`src/rtl/keyboard_report_to_text_cursor_defines.svh`:
```
// Assertion macros used by the keyboard report to text cursor RTL.
// Each macro expects clk and rst_n in scope.
`ifndef KEYBOARD_REPORT_TO_TEXT_CURSOR_DEFINES_SVH
`define KEYBOARD_REPORT_TO_TEXT_CURSOR_DEFINES_SVH

// Same-cycle implication
`define KBTC_ASSERT_IMP(lbl, ante, cons, msg) \
  lbl: assert property (@(posedge clk) disable iff (!rst_n) (ante) |-> (cons)) \
    else $error(msg);

// Next-cycle implication
`define KBTC_ASSERT_NXT(lbl, ante, cons, msg) \
  lbl: assert property (@(posedge clk) disable iff (!rst_n) (ante) |=> (cons)) \
    else $error(msg);

`endif

```
`src/rtl/kbtc_pkg.sv`:
```
`timescale 1ns / 1ps
`default_nettype none

package kbtc_pkg;

  // Field widths
  localparam int KEY_W = 8;
  localparam int COL_W = 6;
  localparam int ROW_W = 5;
  localparam int CNT_W = 11;
  localparam int SCR_W = 2;

  // Screen and store geometry
  localparam int TEXT_CAPACITY = 1024;
  localparam int SCREEN_COLS   = 64;
  localparam int SCREEN_ROWS   = 24;
  localparam int BOX_ROWS      = 2;
  localparam int QUEUE_DEPTH   = 2;

  localparam logic [ROW_W-1:0] FIRST_ROW = ROW_W'(SCREEN_ROWS - BOX_ROWS);
  localparam logic [ROW_W-1:0] LAST_ROW  = ROW_W'(SCREEN_ROWS - 1);
  localparam logic [COL_W-1:0] LAST_COL  = COL_W'(SCREEN_COLS - 1);
  localparam logic [CNT_W-1:0] CAP_CNT   = CNT_W'(TEXT_CAPACITY);
  localparam logic [CNT_W-1:0] UPPER_CNT = CNT_W'(SCREEN_COLS * (BOX_ROWS - 1));

  // Keycodes
  localparam logic [KEY_W-1:0] KEY_BACKSPACE = 8'h2a;
  localparam logic [KEY_W-1:0] MAP_LOW       = 8'd4;
  localparam logic [KEY_W-1:0] MAP_HIGH      = 8'd29;
  localparam logic [KEY_W-1:0] MAP_OFFSET    = 8'd93;

  // Result codes
  localparam logic             ACT_TYPE  = 1'b0;
  localparam logic             ACT_ERASE = 1'b1;
  localparam logic [SCR_W-1:0] SCR_NONE  = 2'd0;
  localparam logic [SCR_W-1:0] SCR_DOWN  = 2'd1;
  localparam logic [SCR_W-1:0] SCR_UP    = 2'd2;

  // Work for one report, front to back
  typedef struct packed {
    logic             bs;
    logic             t1;
    logic [KEY_W-1:0] ch1;
    logic             t2;
    logic [KEY_W-1:0] ch2;
  } cmd_t;

  // One result item
  typedef struct packed {
    logic             action;
    logic [KEY_W-1:0] char_code;
    logic [COL_W-1:0] pos_col;
    logic [ROW_W-1:0] pos_row;
    logic [COL_W-1:0] next_col;
    logic [ROW_W-1:0] next_row;
    logic [SCR_W-1:0] scrolled;
    logic [CNT_W-1:0] stored_count;
    logic             dropped;
    logic             last;
  } res_t;

endpackage

`default_nettype wire

```
`src/rtl/kbtc_in_if.sv`:
```
`timescale 1ns / 1ps
`default_nettype none

interface kbtc_in_if;
  logic       valid;
  logic       ready;
  logic [7:0] modifiers;
  logic [7:0] key_first;
  logic [7:0] key_second;

  modport source (output valid, modifiers, key_first, key_second, input ready);
  modport sink (input valid, modifiers, key_first, key_second, output ready);
endinterface

`default_nettype wire

```
`src/rtl/kbtc_out_if.sv`:
```
`timescale 1ns / 1ps
`default_nettype none

interface kbtc_out_if;
  logic        valid;
  logic        ready;
  logic        action;
  logic [7:0]  char_code;
  logic [5:0]  pos_col;
  logic [4:0]  pos_row;
  logic [5:0]  next_col;
  logic [4:0]  next_row;
  logic [1:0]  scrolled;
  logic [10:0] stored_count;
  logic        dropped;
  logic        last;

  modport source (output valid, action, char_code, pos_col, pos_row, next_col,
                  next_row, scrolled, stored_count, dropped, last, input ready);
  modport sink (input valid, action, char_code, pos_col, pos_row, next_col,
                next_row, scrolled, stored_count, dropped, last, output ready);
endinterface

`default_nettype wire

```
`src/rtl/kbtc_front.sv`:
```
`timescale 1ns / 1ps
`default_nettype none

module kbtc_front (
  input  wire logic                    clk,
  input  wire logic                    rst_n,
  input  wire logic                    in_valid,
  output logic                         in_ready,
  input  wire logic [kbtc_pkg::KEY_W-1:0] in_modifiers,
  input  wire logic [kbtc_pkg::KEY_W-1:0] in_key_first,
  input  wire logic [kbtc_pkg::KEY_W-1:0] in_key_second,
  input  wire logic                    q_full,
  output logic                         q_push,
  output kbtc_pkg::cmd_t               q_cmd
);
  import kbtc_pkg::*;

  logic [KEY_W-1:0] held_r, held_nxt;
  logic [KEY_W-1:0] deb_r, deb_nxt;
  logic [KEY_W-1:0] carry_r, carry_nxt;
  logic             single_r, single_nxt;
  logic [KEY_W-1:0] k1, k2;
  logic             two;
  logic             fire;
  cmd_t             cmd;

  function automatic logic [KEY_W-1:0] map_key(input logic [KEY_W-1:0] c);
    logic [KEY_W-1:0] m;
    m = c;
    if (c >= MAP_LOW && c <= MAP_HIGH) begin
      m = c + MAP_OFFSET;
    end
    return m;
  endfunction

  assign in_ready = !q_full;
  assign fire     = in_valid && in_ready;
  assign k1       = map_key(in_key_first);
  assign k2       = map_key(in_key_second);
  assign two      = (in_key_second != '0);

  // Classify the report and update repeat tracking
  always_comb begin
    held_nxt   = held_r;
    deb_nxt    = deb_r;
    carry_nxt  = carry_r;
    single_nxt = single_r;
    cmd        = '0;
    if (in_key_first == KEY_BACKSPACE) begin
      held_nxt   = '0;
      deb_nxt    = '0;
      carry_nxt  = '0;
      single_nxt = 1'b0;
      cmd.bs     = 1'b1;
    end else if (in_modifiers == '0 && in_key_first == '0 && in_key_second == '0) begin
      held_nxt   = '0;
      deb_nxt    = '0;
      carry_nxt  = '0;
      single_nxt = 1'b0;
    end else begin
      if ((single_r || deb_r == '0) && (!two || held_r != k1) && carry_r != k1) begin
        cmd.t1    = 1'b1;
        cmd.ch1   = k1;
        held_nxt  = k1;
        carry_nxt = '0;
        if (!two) begin
          single_nxt = 1'b1;
        end
      end else if (!two && deb_r != '0 && carry_r == k1) begin
        single_nxt = 1'b1;
        carry_nxt  = '0;
      end
      // carry_nxt already reflects the first key's effect
      if (two && carry_nxt != k2) begin
        cmd.t2     = 1'b1;
        cmd.ch2    = k2;
        deb_nxt    = k2;
        held_nxt   = '0;
        carry_nxt  = k2;
        single_nxt = 1'b0;
      end
    end
  end

  assign q_push = fire && (cmd.bs || cmd.t1 || cmd.t2);
  assign q_cmd  = cmd;

  // Tracking registers
  always_ff @(posedge clk) begin
    if (!rst_n) begin
      held_r   <= '0;
      deb_r    <= '0;
      carry_r  <= '0;
      single_r <= 1'b0;
    end else if (fire) begin
      held_r   <= held_nxt;
      deb_r    <= deb_nxt;
      carry_r  <= carry_nxt;
      single_r <= single_nxt;
    end
  end

endmodule

`default_nettype wire

```
`src/rtl/kbtc_queue.sv`:
```
`timescale 1ns / 1ps
`default_nettype none

module kbtc_queue (
  input  wire logic           clk,
  input  wire logic           rst_n,
  input  wire logic           push,
  input  wire kbtc_pkg::cmd_t push_cmd,
  output logic                full,
  output logic                not_empty,
  output kbtc_pkg::cmd_t      head_cmd,
  input  wire logic           pop
);
  import kbtc_pkg::*;

  localparam int PTR_W = (QUEUE_DEPTH > 1) ? $clog2(QUEUE_DEPTH) : 1;
  localparam int FILL_W = $clog2(QUEUE_DEPTH + 1);
  localparam logic [PTR_W-1:0]  PTR_LAST = PTR_W'(QUEUE_DEPTH - 1);
  localparam logic [FILL_W-1:0] FILL_MAX = FILL_W'(QUEUE_DEPTH);

  cmd_t              mem [QUEUE_DEPTH];
  logic [PTR_W-1:0]  wr_ptr_r, rd_ptr_r;
  logic [FILL_W-1:0] fill_r;

  assign full      = (fill_r == FILL_MAX);
  assign not_empty = (fill_r != '0);
  assign head_cmd  = mem[rd_ptr_r];

  // Entry storage
  always_ff @(posedge clk) begin
    if (push) begin
      mem[wr_ptr_r] <= push_cmd;
    end
  end

  // Pointers and fill level
  always_ff @(posedge clk) begin
    if (!rst_n) begin
      wr_ptr_r <= '0;
      rd_ptr_r <= '0;
      fill_r   <= '0;
    end else begin
      if (push) begin
        wr_ptr_r <= (wr_ptr_r == PTR_LAST) ? '0 : wr_ptr_r + 1'b1;
      end
      if (pop) begin
        rd_ptr_r <= (rd_ptr_r == PTR_LAST) ? '0 : rd_ptr_r + 1'b1;
      end
      if (push && !pop) begin
        fill_r <= fill_r + 1'b1;
      end else if (pop && !push) begin
        fill_r <= fill_r - 1'b1;
      end
    end
  end

endmodule

`default_nettype wire

```
`src/rtl/kbtc_back.sv`:
```
`timescale 1ns / 1ps
`default_nettype none

`include "keyboard_report_to_text_cursor_defines.svh"

module kbtc_back (
  input  wire logic           clk,
  input  wire logic           rst_n,
  input  wire logic           q_valid,
  input  wire kbtc_pkg::cmd_t q_cmd,
  output logic                q_pop,
  output logic                out_vld,
  input  wire logic           out_rdy,
  output kbtc_pkg::res_t      out_res
);
  import kbtc_pkg::*;

  logic [COL_W-1:0] col_r, col_nxt;
  logic [ROW_W-1:0] line_r, line_nxt;
  logic [CNT_W-1:0] count_r, count_nxt;
  logic             second_r;
  logic             out_vld_r;
  res_t             out_res_r, res;
  logic             go, skip, last_type, emit;
  logic [KEY_W-1:0] cur_ch;

  assign go        = q_valid && (!out_vld_r || out_rdy);
  assign skip      = (col_r == '0) && (line_r <= FIRST_ROW) && (count_r == '0);
  assign cur_ch    = (second_r || !q_cmd.t1) ? q_cmd.ch2 : q_cmd.ch1;
  assign last_type = second_r || !(q_cmd.t1 && q_cmd.t2);

  // Cursor step for the command at the head of the queue
  always_comb begin
    col_nxt   = col_r;
    line_nxt  = line_r;
    count_nxt = count_r;
    res       = '0;
    if (q_cmd.bs) begin
      res.scrolled = SCR_NONE;
      if (col_r == '0) begin
        col_nxt = LAST_COL;
        if (line_r >= LAST_ROW) begin
          if (count_r <= UPPER_CNT) begin
            line_nxt = LAST_ROW - 1'b1;
          end else begin
            res.scrolled = SCR_UP;
          end
        end else if (line_r > FIRST_ROW) begin
          line_nxt = line_r - 1'b1;
        end else begin
          res.scrolled = SCR_UP;
        end
      end else begin
        col_nxt = col_r - 1'b1;
      end
      if (count_r != '0) begin
        count_nxt = count_r - 1'b1;
      end
      res.action    = ACT_ERASE;
      res.char_code = '0;
      res.pos_col   = col_nxt;
      res.pos_row   = line_nxt;
      res.dropped   = 1'b0;
      res.last      = 1'b1;
    end else begin
      res.scrolled = SCR_NONE;
      res.dropped  = 1'b0;
      if (count_r >= CAP_CNT) begin
        res.dropped = 1'b1;
      end else begin
        count_nxt = count_r + 1'b1;
        if (col_r >= LAST_COL) begin
          col_nxt = '0;
          if (line_r < LAST_ROW) begin
            line_nxt = line_r + 1'b1;
          end else begin
            res.scrolled = SCR_DOWN;
          end
        end else begin
          col_nxt = col_r + 1'b1;
        end
      end
      res.action    = ACT_TYPE;
      res.char_code = cur_ch;
      res.pos_col   = col_r;
      res.pos_row   = line_r;
      res.last      = last_type;
    end
    res.next_col     = col_nxt;
    res.next_row     = line_nxt;
    res.stored_count = count_nxt;
  end

  assign emit  = go && !(q_cmd.bs && skip);
  assign q_pop = go && (q_cmd.bs || last_type);

  // Cursor, count and sub-step state
  always_ff @(posedge clk) begin
    if (!rst_n) begin
      col_r    <= '0;
      line_r   <= FIRST_ROW;
      count_r  <= '0;
      second_r <= 1'b0;
    end else if (go) begin
      if (emit) begin
        col_r   <= col_nxt;
        line_r  <= line_nxt;
        count_r <= count_nxt;
      end
      second_r <= !q_cmd.bs && !last_type;
    end
  end

  // Output register
  always_ff @(posedge clk) begin
    if (!rst_n) begin
      out_vld_r <= 1'b0;
    end else if (emit) begin
      out_vld_r <= 1'b1;
    end else if (out_rdy) begin
      out_vld_r <= 1'b0;
    end
  end

  always_ff @(posedge clk) begin
    if (emit) begin
      out_res_r <= res;
    end
  end

  assign out_vld = out_vld_r;
  assign out_res = out_res_r;

  `KBTC_ASSERT_IMP(a_row_in_box, 1'b1, (line_r >= FIRST_ROW) && (line_r <= LAST_ROW), "cursor row left the text box")
  `KBTC_ASSERT_IMP(a_count_cap, 1'b1, count_r <= CAP_CNT, "stored count above capacity")
  `KBTC_ASSERT_IMP(a_second_entry, second_r, q_valid && q_cmd.t1 && q_cmd.t2 && !q_cmd.bs, "second key step without a two-key entry")
  `KBTC_ASSERT_NXT(a_second_follows, go && !q_cmd.bs && q_cmd.t1 && q_cmd.t2 && !second_r, second_r, "two-key entry did not move to its second step")

endmodule

`default_nettype wire

```
`src/rtl/keyboard_report_to_text_cursor.sv`:
```
// Keyboard report to text cursor.
// in_ch carries one two-key keyboard report per item (modifiers, key_first,
// key_second); out_ch carries zero, one or two results per report, each a
// typed or erased character with its position, the new cursor, scroll
// status, stored count and a last flag on the report's final result.
// Both channels are valid/ready; an item moves when both are high.
// Path: a report accepted on in_ch is written into the queue, and its first
// result is then registered in the output register; a second result follows.
// Throughput: one report per cycle while each yields at most one result and
// out_ch does not stall; a report that types two keys holds the cursor unit
// for both its results. The cursor unit updates one result per cycle while
// out_ch is ready and sets the rate. A two-entry queue separates report
// classification from the cursor unit, so in_ch keeps accepting while a
// result waits in the output register. When out_ch stalls, the output
// register holds, the queue fills and in_ready drops once it is full;
// nothing is lost. Reset (synchronous, active low) clears repeat tracking,
// empties the queue, puts the cursor at column 0 of the first box row, count 0.
`timescale 1ns / 1ps
`default_nettype none

module keyboard_report_to_text_cursor (
  input  wire logic clk,
  input  wire logic rst_n,
  kbtc_in_if.sink   in_ch,
  kbtc_out_if.source out_ch
);
  import kbtc_pkg::*;

  logic q_full, q_push, q_not_empty, q_pop;
  cmd_t push_cmd, head_cmd;
  res_t res;
  logic out_vld;

  kbtc_front u_front (
    .clk           (clk),
    .rst_n         (rst_n),
    .in_valid      (in_ch.valid),
    .in_ready      (in_ch.ready),
    .in_modifiers  (in_ch.modifiers),
    .in_key_first  (in_ch.key_first),
    .in_key_second (in_ch.key_second),
    .q_full        (q_full),
    .q_push        (q_push),
    .q_cmd         (push_cmd)
  );

  kbtc_queue u_queue (
    .clk       (clk),
    .rst_n     (rst_n),
    .push      (q_push),
    .push_cmd  (push_cmd),
    .full      (q_full),
    .not_empty (q_not_empty),
    .head_cmd  (head_cmd),
    .pop       (q_pop)
  );

  kbtc_back u_back (
    .clk     (clk),
    .rst_n   (rst_n),
    .q_valid (q_not_empty),
    .q_cmd   (head_cmd),
    .q_pop   (q_pop),
    .out_vld (out_vld),
    .out_rdy (out_ch.ready),
    .out_res (res)
  );

  assign out_ch.valid        = out_vld;
  assign out_ch.action       = res.action;
  assign out_ch.char_code    = res.char_code;
  assign out_ch.pos_col      = res.pos_col;
  assign out_ch.pos_row      = res.pos_row;
  assign out_ch.next_col     = res.next_col;
  assign out_ch.next_row     = res.next_row;
  assign out_ch.scrolled     = res.scrolled;
  assign out_ch.stored_count = res.stored_count;
  assign out_ch.dropped      = res.dropped;
  assign out_ch.last         = res.last;

endmodule

`default_nettype wire
```
`src/flat_wrapper.sv`:
```
// flat-port wrapper written by rule: the top's interface ports become plain ports
module keyboard_report_to_text_cursor_flat import kbtc_pkg::*;
  (clk, rst_n, in_ch_valid, in_ch_modifiers, in_ch_key_first, in_ch_key_second, in_ch_ready, out_ch_valid, out_ch_action, out_ch_char_code, out_ch_pos_col, out_ch_pos_row, out_ch_next_col, out_ch_next_row, out_ch_scrolled, out_ch_stored_count, out_ch_dropped, out_ch_last, out_ch_ready);
  kbtc_in_if in_ch_i ();
  kbtc_out_if out_ch_i ();
  input  wire logic clk;
  input  wire logic rst_n;
  input wire logic [$bits(in_ch_i.valid)-1:0] in_ch_valid;
  input wire logic [$bits(in_ch_i.modifiers)-1:0] in_ch_modifiers;
  input wire logic [$bits(in_ch_i.key_first)-1:0] in_ch_key_first;
  input wire logic [$bits(in_ch_i.key_second)-1:0] in_ch_key_second;
  output wire logic [$bits(in_ch_i.ready)-1:0] in_ch_ready;
  output wire logic [$bits(out_ch_i.valid)-1:0] out_ch_valid;
  output wire logic [$bits(out_ch_i.action)-1:0] out_ch_action;
  output wire logic [$bits(out_ch_i.char_code)-1:0] out_ch_char_code;
  output wire logic [$bits(out_ch_i.pos_col)-1:0] out_ch_pos_col;
  output wire logic [$bits(out_ch_i.pos_row)-1:0] out_ch_pos_row;
  output wire logic [$bits(out_ch_i.next_col)-1:0] out_ch_next_col;
  output wire logic [$bits(out_ch_i.next_row)-1:0] out_ch_next_row;
  output wire logic [$bits(out_ch_i.scrolled)-1:0] out_ch_scrolled;
  output wire logic [$bits(out_ch_i.stored_count)-1:0] out_ch_stored_count;
  output wire logic [$bits(out_ch_i.dropped)-1:0] out_ch_dropped;
  output wire logic [$bits(out_ch_i.last)-1:0] out_ch_last;
  input wire logic [$bits(out_ch_i.ready)-1:0] out_ch_ready;
  assign in_ch_i.valid = in_ch_valid;
  assign in_ch_i.modifiers = in_ch_modifiers;
  assign in_ch_i.key_first = in_ch_key_first;
  assign in_ch_i.key_second = in_ch_key_second;
  assign in_ch_ready = in_ch_i.ready;
  assign out_ch_valid = out_ch_i.valid;
  assign out_ch_action = out_ch_i.action;
  assign out_ch_char_code = out_ch_i.char_code;
  assign out_ch_pos_col = out_ch_i.pos_col;
  assign out_ch_pos_row = out_ch_i.pos_row;
  assign out_ch_next_col = out_ch_i.next_col;
  assign out_ch_next_row = out_ch_i.next_row;
  assign out_ch_scrolled = out_ch_i.scrolled;
  assign out_ch_stored_count = out_ch_i.stored_count;
  assign out_ch_dropped = out_ch_i.dropped;
  assign out_ch_last = out_ch_i.last;
  assign out_ch_i.ready = out_ch_ready;
  keyboard_report_to_text_cursor u_core (.clk(clk), .rst_n(rst_n), .in_ch(in_ch_i), .out_ch(out_ch_i));
endmodule
```
`config.mk`:
```
export PLATFORM = sky130hd
export DESIGN_NAME = keyboard_report_to_text_cursor_flat
export DESIGN_NICKNAME = d
export VERILOG_FILES = /design/src/rtl/kbtc_pkg.sv /design/src/rtl/kbtc_in_if.sv /design/src/rtl/kbtc_out_if.sv /design/src/rtl/kbtc_front.sv /design/src/rtl/kbtc_queue.sv /design/src/rtl/kbtc_back.sv /design/src/rtl/keyboard_report_to_text_cursor.sv /design/src/flat_wrapper.sv
export VERILOG_INCLUDE_DIRS = /design/src /design/src/rtl
export SDC_FILE = /design/constraint.sdc
export NUM_CORES = 1
export LEC_CHECK = 0
export BUFFER_PORTS_ARGS = -buffer_cell sky130_fd_sc_hd__buf_2
export CORE_MARGIN = 4
export CORE_UTILIZATION = 58
export CTS_BUF_LIST = sky130_fd_sc_hd__clkbuf_8 sky130_fd_sc_hd__clkbuf_16
export CTS_CLUSTER_SIZE = 16
export DETAILED_ROUTE_END_ITERATION = 12
export PLACE_DENSITY_LB_ADDON = 0.25
export SYNTH_ARGS = -nofsm -noshare
export SYNTH_HDL_FRONTEND = slang
export SYNTH_HIERARCHICAL = 1
export SYNTH_SLANG_ARGS = --single-unit
```
`constraint.sdc`:
```
create_clock -name clk -period 6.8 [get_ports clk]
set_clock_uncertainty 0.05 [all_clocks]
set_input_delay 0.68 -clock clk [delete_from_list [all_inputs] [get_ports clk]]
set_output_delay 0.68 -clock clk [all_outputs]
set_load 0.1 [all_outputs]
```
### Word level (Yosys, flattened, before mapping)

Memories as Yosys holds them, arrays and structs flattened. A register that Yosys moved wholly into a read port is not among the register bits.
Cells that the tools add are included.

* flip-flop bits (word level): 99
* memory bits (writable): 38
* output and inout bits: 48
* word-level logic and storage cells: 174
* memories kept: 1

Memory list
* u_core.u_queue.mem: words 2, width 19, rd ports 1, clocked after Yosys merged registers in 1, wr ports 1, RTL line kbtc_queue.sv:21 `cmd_t mem [QUEUE_DEPTH];`

* add/subtract/negate cells: 12
* order comparisons: 11
* equality and inequality tests: 7
* muxes and demuxes: 63
* reduce and logical (&&, ||, !) cells: 58

Operators by type and width (number)
* $mux 8: 17
* $mux 5: 8
* $mux 18: 2
* $mux 11: 3
* $logic_not 8->1: 4
* $mux 6: 4
* $ne 8x8->1: 3
* $logic_and 1x1->1: 21
* $mux 20: 1
* $mux 1: 19
* $mux 9: 2
* $add 8x7->8 const B: 2
* $ge 8x3->1 const B: 2
* $le 8x5->1 const B: 2
* $reduce_bool 8->1: 2
* $mux 2: 7
* $add 11x1->11 const B: 1
* $ge 11x11->1 const B: 1
* $le 11x7->1 const B: 1
* $logic_not 11->1: 1
* $reduce_bool 11->1: 1
* $sub 11x1->11 const B: 1
* $logic_not 1->1: 10
* $eq 8x6->1 const B: 1
* other kinds (23): 35

### Depth between registers and ports, before layout

Gate-level depths: netlist (run 1).

* depth after elaboration: 22
* mapped depth: 17
* depth with buffers taken out: 15

### Hierarchy

Netlist (run 1), hierarchy kept.

Modules (own cells, without submodules)
* kbtc_back: instances 1, cells each 368, area an instance 3699.8 µm²
* kbtc_front: instances 1, cells each 284, area an instance 2227.1 µm²
* kbtc_queue: instances 1, cells each 81, area an instance 1592.8 µm²

### Worst setup path after synthesis (run 1)

Ideal clock, no wire load.

* path type: input -> register
* start point: input in_ch_key_first[1]
* end point: memory u_core/u_queue/mem[0][0] (netlist bit) (enable)
* arrival: 4350 ps
* setup slack: 2002 ps
* cell stages on the path: 13
* buffers on the path: 1
* path through: clkbuf_1 > inv_1 > ha_1 > or2_2 > o211ai_1 > a22oi_1 > or4_1 > nor3_2 > a2111oi_2 > nor4_4 > a311oi_1 > nor2_1 > nor2b_1

* longest elaborated chain between the ends: 19
* elaborated cells between the ends (all ways): 32
* those cells by class: 1 x add/sub; 2 x order compare; 5 x eq/ne; 12 x mux; 12 x reduce/logical

Ends and longest elaborated chain
* start, declared: RTL line flat_wrapper.sv:10 `input wire logic [$bits(in_ch_i.key_first)-1:0] in_ch_key_first;`
* $ge 8x3->1 / $le 8x5->1 (equally long branches): RTL line kbtc_front.sv:30 `if (c >= MAP_LOW && c <= MAP_HIGH) begin`
* $logic_and 1x1->1: RTL line kbtc_front.sv:30
* $mux 8: RTL line kbtc_front.sv:30
* $ne 8x8->1: RTL line kbtc_front.sv:61 `if ((single_r || deb_r == '0) && (!two || held_r != k1) && carry_r != k1) begin`
* $logic_or 1x1->1: RTL line kbtc_front.sv:61
* $logic_and 1x1->1 (2 in series): RTL line kbtc_front.sv:61
* $mux 8: RTL line kbtc_front.sv:61
* $mux 8: RTL line kbtc_front.sv:55 `end else if (in_modifiers == '0 && in_key_first == '0 && in_key_second == '0) begin`
* [3 not listed]
* $mux 9: RTL line kbtc_front.sv:74 `if (two && carry_nxt != k2) begin`
* $mux 18: RTL line kbtc_front.sv:55
* $mux 18: RTL line kbtc_front.sv:49 `if (in_key_first == KEY_BACKSPACE) begin`
* $logic_or 1x1->1 (*): RTL line kbtc_front.sv:85 `assign q_push = fire && (cmd.bs || cmd.t1 || cmd.t2);`
* $logic_and 1x1->1 (*): RTL line kbtc_front.sv:85
* via u_core.q_push: RTL line keyboard_report_to_text_cursor.sv:29 `logic q_full, q_push, q_not_empty, q_pop;`
* $mux 1 (*): RTL line kbtc_queue.sv:31 `if (push) begin`
* $mux 1 (implied by the code) (*): RTL line kbtc_queue.sv:32 `mem[wr_ptr_r] <= push_cmd;`
* end, declared: RTL line kbtc_queue.sv:21

The timed path passes the listed nets; every way through them passes the cells marked *. The select of a mux whose other input is x is not followed.

### Worst setup path in the final report (run 1)

* start point: input in_ch_key_first[1]
* end point: memory u_core/u_queue/mem[1][3] (netlist bit) (enable)

The elaborated chain is that of the path after synthesis.

==> key figures, run 1 <==
Yosys
  – Post-synthesis sequential area ratio: 47.9%
  – Synth Flop Type: edfxtp_1
  – Post-synthesis register bit count: approximately 140
  – Synth Warn #: 6
  – Async S/R FF share, synth: 0%
  – Syn_nets: 778
  – Distinct cells, synth: slightly below 90
  – Synth area leaders: edfxtp_1 (34%), dfxtp_1 (14%), nand2_1 (3.2%)
  – Cell taking the most area after synthesis: edfxtp_1
  – Main combinational cell family by area after synthesis: simple AND/OR/NAND/NOR gates
  – Synthesized netlist cell count: 733
  – Synth Cell Area: 7520 sq um
  – Mux contribution to synthesized area: 4.04%
  – Synth Area in Compound Gates: between 10% and 20%
  – Synth Area in XOR/XNOR: ~3.4%
  – Post-synthesis adder-cell area fraction: 2.83%
  – Number of synthesized flops with an enable pin: 84
  – Mapped Avg Cell Area: 10.3 sq um
  – Simple-Gate Fraction of Synth Area: approximately a fifth
  – Synth top area share: 33.5%

Timing
  – Setup tns final: 0 ps
  – Final period util: 66.8%
  – Final worst path period need: 4540 ps
  – Fmax: approximately 220 MHz
  – Fin. max-slew vios: 0
  – Fin. Hold Viols: 0
  – Worst Tran Pin Value: 898 ps
  – RSZ-0062 raised after global routing: false
  – Slew HR: about two fifths
  – Final setup fails: 0

Clocking
  – CTS buffer count: 17
  – Post-CTS Hold Fix Bufs: 0
  – Worst-skew pair later-pin latency: roughly 420 ps
  – CTS tree: done
  – Clock Sink Count: between 100 and 150
  – CTS max path bufs: 2
  – Post-CTS Setup Bufs: 0
  – CTS clk-pin slew, worst paths: ~60 ps
  – Root Buffer: clkbuf_16
  – # resized after CTS: 0
  – H-tree levels: 4

Worst setup path
  – Data arrival, critical path: roughly 4500 ps
  – WP data required: slightly below 7000 ps
  – Critical Path Sink Type: flip-flop
  – CP max FO: 19
  – Critical path class: primary input to flip-flop
  – CP Launch Type: primary input

Cells and area
  – Most frequent cells in the layout: edfxtp_1 (84), buf_2 (75), nand2_1 (64)
  – Filler cells: between 900 and 1k
  – N_diodes: 0
  – Commonest non-fill, non-tap cell in the layout: edfxtp_1
  – Design Area, Final: about 8600 sq um
  – Share of cells above drive strength 1: roughly a fifth
  – Layout area overhead: 14.1%
  – Final net count: 835

Pwr
  – Tot Pwr: around 4.7 mW
  – Static leakage: 3.25 nW
  – PD cells: between 500 and 600 nW/um^2
  – Worst vdd ir: approximately 0.28 mV

Routing
  – ANT nets after route: 0
  – Drt wl/cell: 17.8 um
  – DR DRC count: 0
  – DRT Pass-1 Iters: 7
  – Vias/cell: 6.23
  – Via count: 6,071
  – Initial DRC count: between 600 and 700
  – Final wirelength: 17.4 mm

Worst hold path
  – Hold Path Class: flip-flop to flip-flop

Placed design
  – Number of port buffers: 75
  – Placement-stage cell area: 7930 sq um
  – RD Place Congestion: 0.981
  – Detail Placement HPWL: ~12 mm

Floorplanning
  – Die Wd: about 120 um
  – Core area: between 10,000 and 15,000 sq um
  – Die Footprint: around 15,000 sq um
  – Initial Util: about three fifths
  – Row Count: 41
  – Boundary Pins: 76
  – Die H: about 120 um

GRT
  – Vias in the first global route: between 5k and 6k
  – Initial antenna violation count: 0
  – Largest net degree at the start of global routing: 67
  – Gr usage total: 24.5%
  – GRT overflow: 0
  – Global-route wire length before repair: ~29 mm

Outcome
  – Result of the run: finished clean

Flow run
  – Max Cap Viol: 0
## cells in the mapped netlist, drive strengths merged (13+ instances only)
cell,count
edfxtp,84
nand2,64
nor2,58
dfxtp,54
inv,40
a21oi,39
o21ai,22
buf,21
mux2,19
clkbuf,18
ha,17
nand3,17
o2bb2ai,16
xor2,16
a31oi,13
nand2b,13
nand4,13
nor3,13
xnor2,13
## worst paths after layout
path / start / end / slack (ps) / depth (start not counted)
setup reg to reg: u_core/u_front/carry_r[2] / u_core/u_queue/mem[1][3] / 2810 / 10
hold reg to reg: u_core/u_front/deb_r[1] / u_core/u_front/deb_r[1] / 410 / 2
setup / recovery: in_ch_key_first[1] / u_core/u_queue/mem[1][3] / 2260 / 13
hold / removal: u_core/u_front/deb_r[1] / u_core/u_front/deb_r[1] / 410 / 2
## stage by stage
step           hold WS [ps]  util [%]  cells  setup WS (ps)
2_1_floorplan           382         -    733           2000
3_5_place_dp            401      62.6    943           1900
6_report                408      67.7    975           2260
5_1_grt                 437      67.7    975           2050
4_1_cts                 410      67.7    975           2340
3_3_place_gp            398      62.6    943           2120
## flip-flops by register name, summed over array words and instances, names as in the netlist, named ones only
name and count:
u_core/u_back/out_res 46, u_core/u_queue/mem 38, u_core/u_back/count_r 11, u_core/u_front/carry_r 8, u_core/u_front/deb_r 8, u_core/u_front/held_r 8, u_core/u_back/col_r 6, u_core/u_back/line_r 5
u_core/u_queue/fill_r 2, u_core/u_back/out_vld 1, u_core/u_back/second_r 1, u_core/u_front/single_r 1, u_core/u_queue/rd_ptr_r 1, u_core/u_queue/wr_ptr_r 1
## cell families after synthesis
family          Yosys count
flops                   138
simple gates            259
buf+inv                  80
mux                      28
compound gates          182
xor+xnor                 29
fa+ha+maj                17
## layout make-up
type                            count  area [sq um]  area share (%)
Clock inverter                     15           223            2.60
Tap cell                          172           215            2.51
Multi-Input combinational cell    515          3570            41.6
Clock buffer                       17           425            4.96
Sequential cell                   138          3600            42.0
Inverter                           41           154            1.79
Timing Repair Buffer               77           390            4.55
## metal layers
| metal | vias up | global-route usage [%] | wire (um) |
|---|---|---|---|
| met5 | - | 0 | 0 |
| met4 | 0 | 10.6 | 478 |
| met3 | 45 | 5.34 | 1070 |
| met2 | 249 | 42.4 | 8750 |
| met1 | 2905 | 29.5 | 7090 |
| li1 | 2872 | - | - |
## worst max-delay path: stages
cell and delay (ps):
buf_2 180, inv_1 120, ha_1 240, or2_2 350
o211ai_1 240, a22oi_1 160, or4_1 560, nor3_2 340
a2111oi_2 120, nor4_4 410, a311oi_1 100, nor2_1 250
and2_1 770
## power by group
part	switching, mW	internal (mW)	leakage (nW)
logic	1.77	0.544	1.71
clock network	0.346	0.651	0.315
registers	0.184	1.24	1.23
Power figures use the tool's default switching activity.
==> run 2: changes to the inputs <==
==> constraint.sdc (replaced) <==
create_clock -name clk -period 4.5 [get_ports clk]
set_clock_uncertainty 0.05 [all_clocks]
set_input_delay 0.45 -clock clk [delete_from_list [all_inputs] [get_ports clk]]
set_output_delay 0.45 -clock clk [all_outputs]
set_load 0.1 [all_outputs]
==> key figures, run 2 (same netlist as run 1, synthesis figures left out) <==
Worst setup path
  – Critical path class: primary input to flip-flop
  – Data arrival, critical path: 4260 ps (-270 ps)
  – Worst path slowest cell: or4b_4
  – Critical Path Sink Type: flip-flop
  – Crit path buf inv count: 2 (unchanged)
  – CP Launch Type: primary input
  – Critical path's top delay family: compound AO/OA/AOI/OAI gates
  – Most frequent CP cell: ha_1
  – WP data required: 4800 ps (-1990 ps)
  – CP max stage delay: 590 ps (-180 ps)
  – CP max FO: 10 (-9)
  – Crit path cell chain: buf_2 -> inv_1 -> ha_1 -> and4bb_2 -> a211oi_4 -> a22o_1 -> a221oi_1 -> or4b_4 -> a2111oi_4 -> nor4_4 -> a311oi_1 -> nor2_1 -> ha_1 -> or3_1 -> a21boi_1

Routing
  – Final wirelength: 17.4 mm (about the same)
  – Initial DRC count: 572 (-18%)
  – DRT Pass-1 Iters: 6 (-1)
  – ANT nets after route: 0 (unchanged)
  – Via count: 6,089 (+0.30%)
  – DR DRC count: 0 (unchanged)
  – Vias/cell: 6.18 (-0.82%)
  – Drt wl/cell: 17.6 um (-1.0%)

Flow run
  – Max Cap Viol: 0 (unchanged)

Placed design
  – Number of port buffers: 75 (unchanged)
  – Pre-CTS WS: 129 ps (-1770 ps)
  – RD Place Congestion: 0.943 (-3.9%)
  – Detail Placement HPWL: 12.3 mm (+0.82%)

Cells and area
  – Final net count: 846 (+1.3%)
  – Share of cells above drive strength 1: 21.3% (+1.2 points)
  – Max reg flops: 46 (unchanged)
  – Commonest non-fill, non-tap cell in the layout: edfxtp_1
  – Layout area overhead: 15.1%
  – Most frequent cells in the layout: edfxtp_1 (84), buf_2 (75), nand2_1 (64)
  – N_diodes: 0 (unchanged)

Floorplanning
  – Boundary Pins: 76 (unchanged)
  – Initial Util: 59.3% (unchanged)
  – Die H: 122 um (unchanged)
  – Core area: 12,700 sq um (unchanged)
  – Row Count: 41 (unchanged)
  – Die Footprint: 14,900 sq um (unchanged)
  – Die Wd: 122 um (unchanged)

GRT
  – Largest net degree at the start of global routing: 30 (-55%)
  – GRT overflow: 0 (unchanged)
  – Vias in the first global route: 5,797 (-2.1%)
  – Initial antenna violation count: 0 (unchanged)
  – Global-route wire length before repair: 28.7 mm (-0.84%)
  – Gr usage total: 24.6% (+0.025 points)

Timing
  – RSZ-0062 raised after global routing: false
  – Final WS setup: 544 ps (-1720 ps)
  – Final worst path period need: just under 4000 ps
  – Setup tns final: 0 ps (unchanged)
  – Final period util: about 88%
  – Slew HR: 44.8% (+5.2 points)
  – Final setup fails: 0 (unchanged)
  – Fmax: about 250 MHz
  – Worst Tran Pin Value: 821 ps (-77.1 ps)
  – Fin. max-slew vios: 0 (unchanged)
  – Fin. Hold Viols: 0 (unchanged)

Clocking
  – CTS max path bufs: 2 (unchanged)
  – CTS clk-pin slew, worst paths: 60 ps (about the same)
  – CTS tree: done
  – H-tree levels: 4 (unchanged)
  – Clock Sink Count: 138 (unchanged)
  – # resized after CTS: 0 (unchanged)
  – Worst-skew pair later-pin latency: 430 ps (about the same)
  – Post-CTS Setup Bufs: 0 (unchanged)
  – CTS buffer count: 17 (unchanged)
  – Post-CTS Hold Fix Bufs: 0 (unchanged)
  – Root Buffer: clkbuf_16

Worst hold path
  – Hold Path Class: primary input to flip-flop

Pwr
  – Static leakage: 3.30 nW (+1.6%)
  – Worst vdd ir: 0.434 mV (+53%)
  – PD cells: 827 nW/um^2 (+50%)

Outcome
  – Result of the run: finished clean
-- run 2: power breakdown --
group,internal (mW),total [mW],switching (mW)
logic,0.853,3.57,2.72
registers,1.87,2.12,0.242
clock network,0.928,1.47,0.542
-- run 2: metal layers --
metal	GRT usage, %	routed length [um]	vias to the layer above	share of wire, %
met2	40.7	8470	260	49
met3	4.92	932	53	5.4
met5	0	0	-	0
met1	30.5	7310	2890	42
met4	12.7	693	0	4.0
li1	-	-	2886	-
-- run 2: final cells by class --
type	instances	area [sq um]
Clock buffer	17	425
Sequential cell	138	3600
Timing Repair Buffer	88	485
Multi-Input combinational cell	515	3570
Tap cell	172	215
Fill cell	991	4020
Inverter	41	154
Clock inverter	15	198
-- run 2: worst paths after layout --
path	from	to	slack [ps]	depth (start not counted)
setup / recovery	in_ch_key_second[1]	u_core/u_queue/fill_r[1]	540	15
hold / removal	in_ch_key_second[5]	u_core/u_front/carry_r[5]	330	3
setup reg to reg	u_core/u_front/carry_r[6]	u_core/u_queue/fill_r[1]	830	13
hold reg to reg	u_core/u_front/deb_r[1]	u_core/u_front/deb_r[1]	410	2
-- run 2: per-stage QoR --
stage                     utilization [%]  area (sq um)  instances  total power [mW]  hold WS (ps)
after floorplan                         -          7520        733              5.07           382
after global placement               63.4          8030        954              5.60           393
after detailed placement             63.4          8030        954              5.67           403
after CTS                            68.3          8650        986              7.17           309
after global routing                 68.3          8650        986              7.51           326
final                                68.3          8650        986              7.16           330
-- run 2: worst min-delay path: cells and delay by family --
family / cells / cell delay (ps)
buffers and inverters: 1 / 110
AOI/OAI and AO/OA: 1 / 130
and+or+nand+nor: 1 / 80
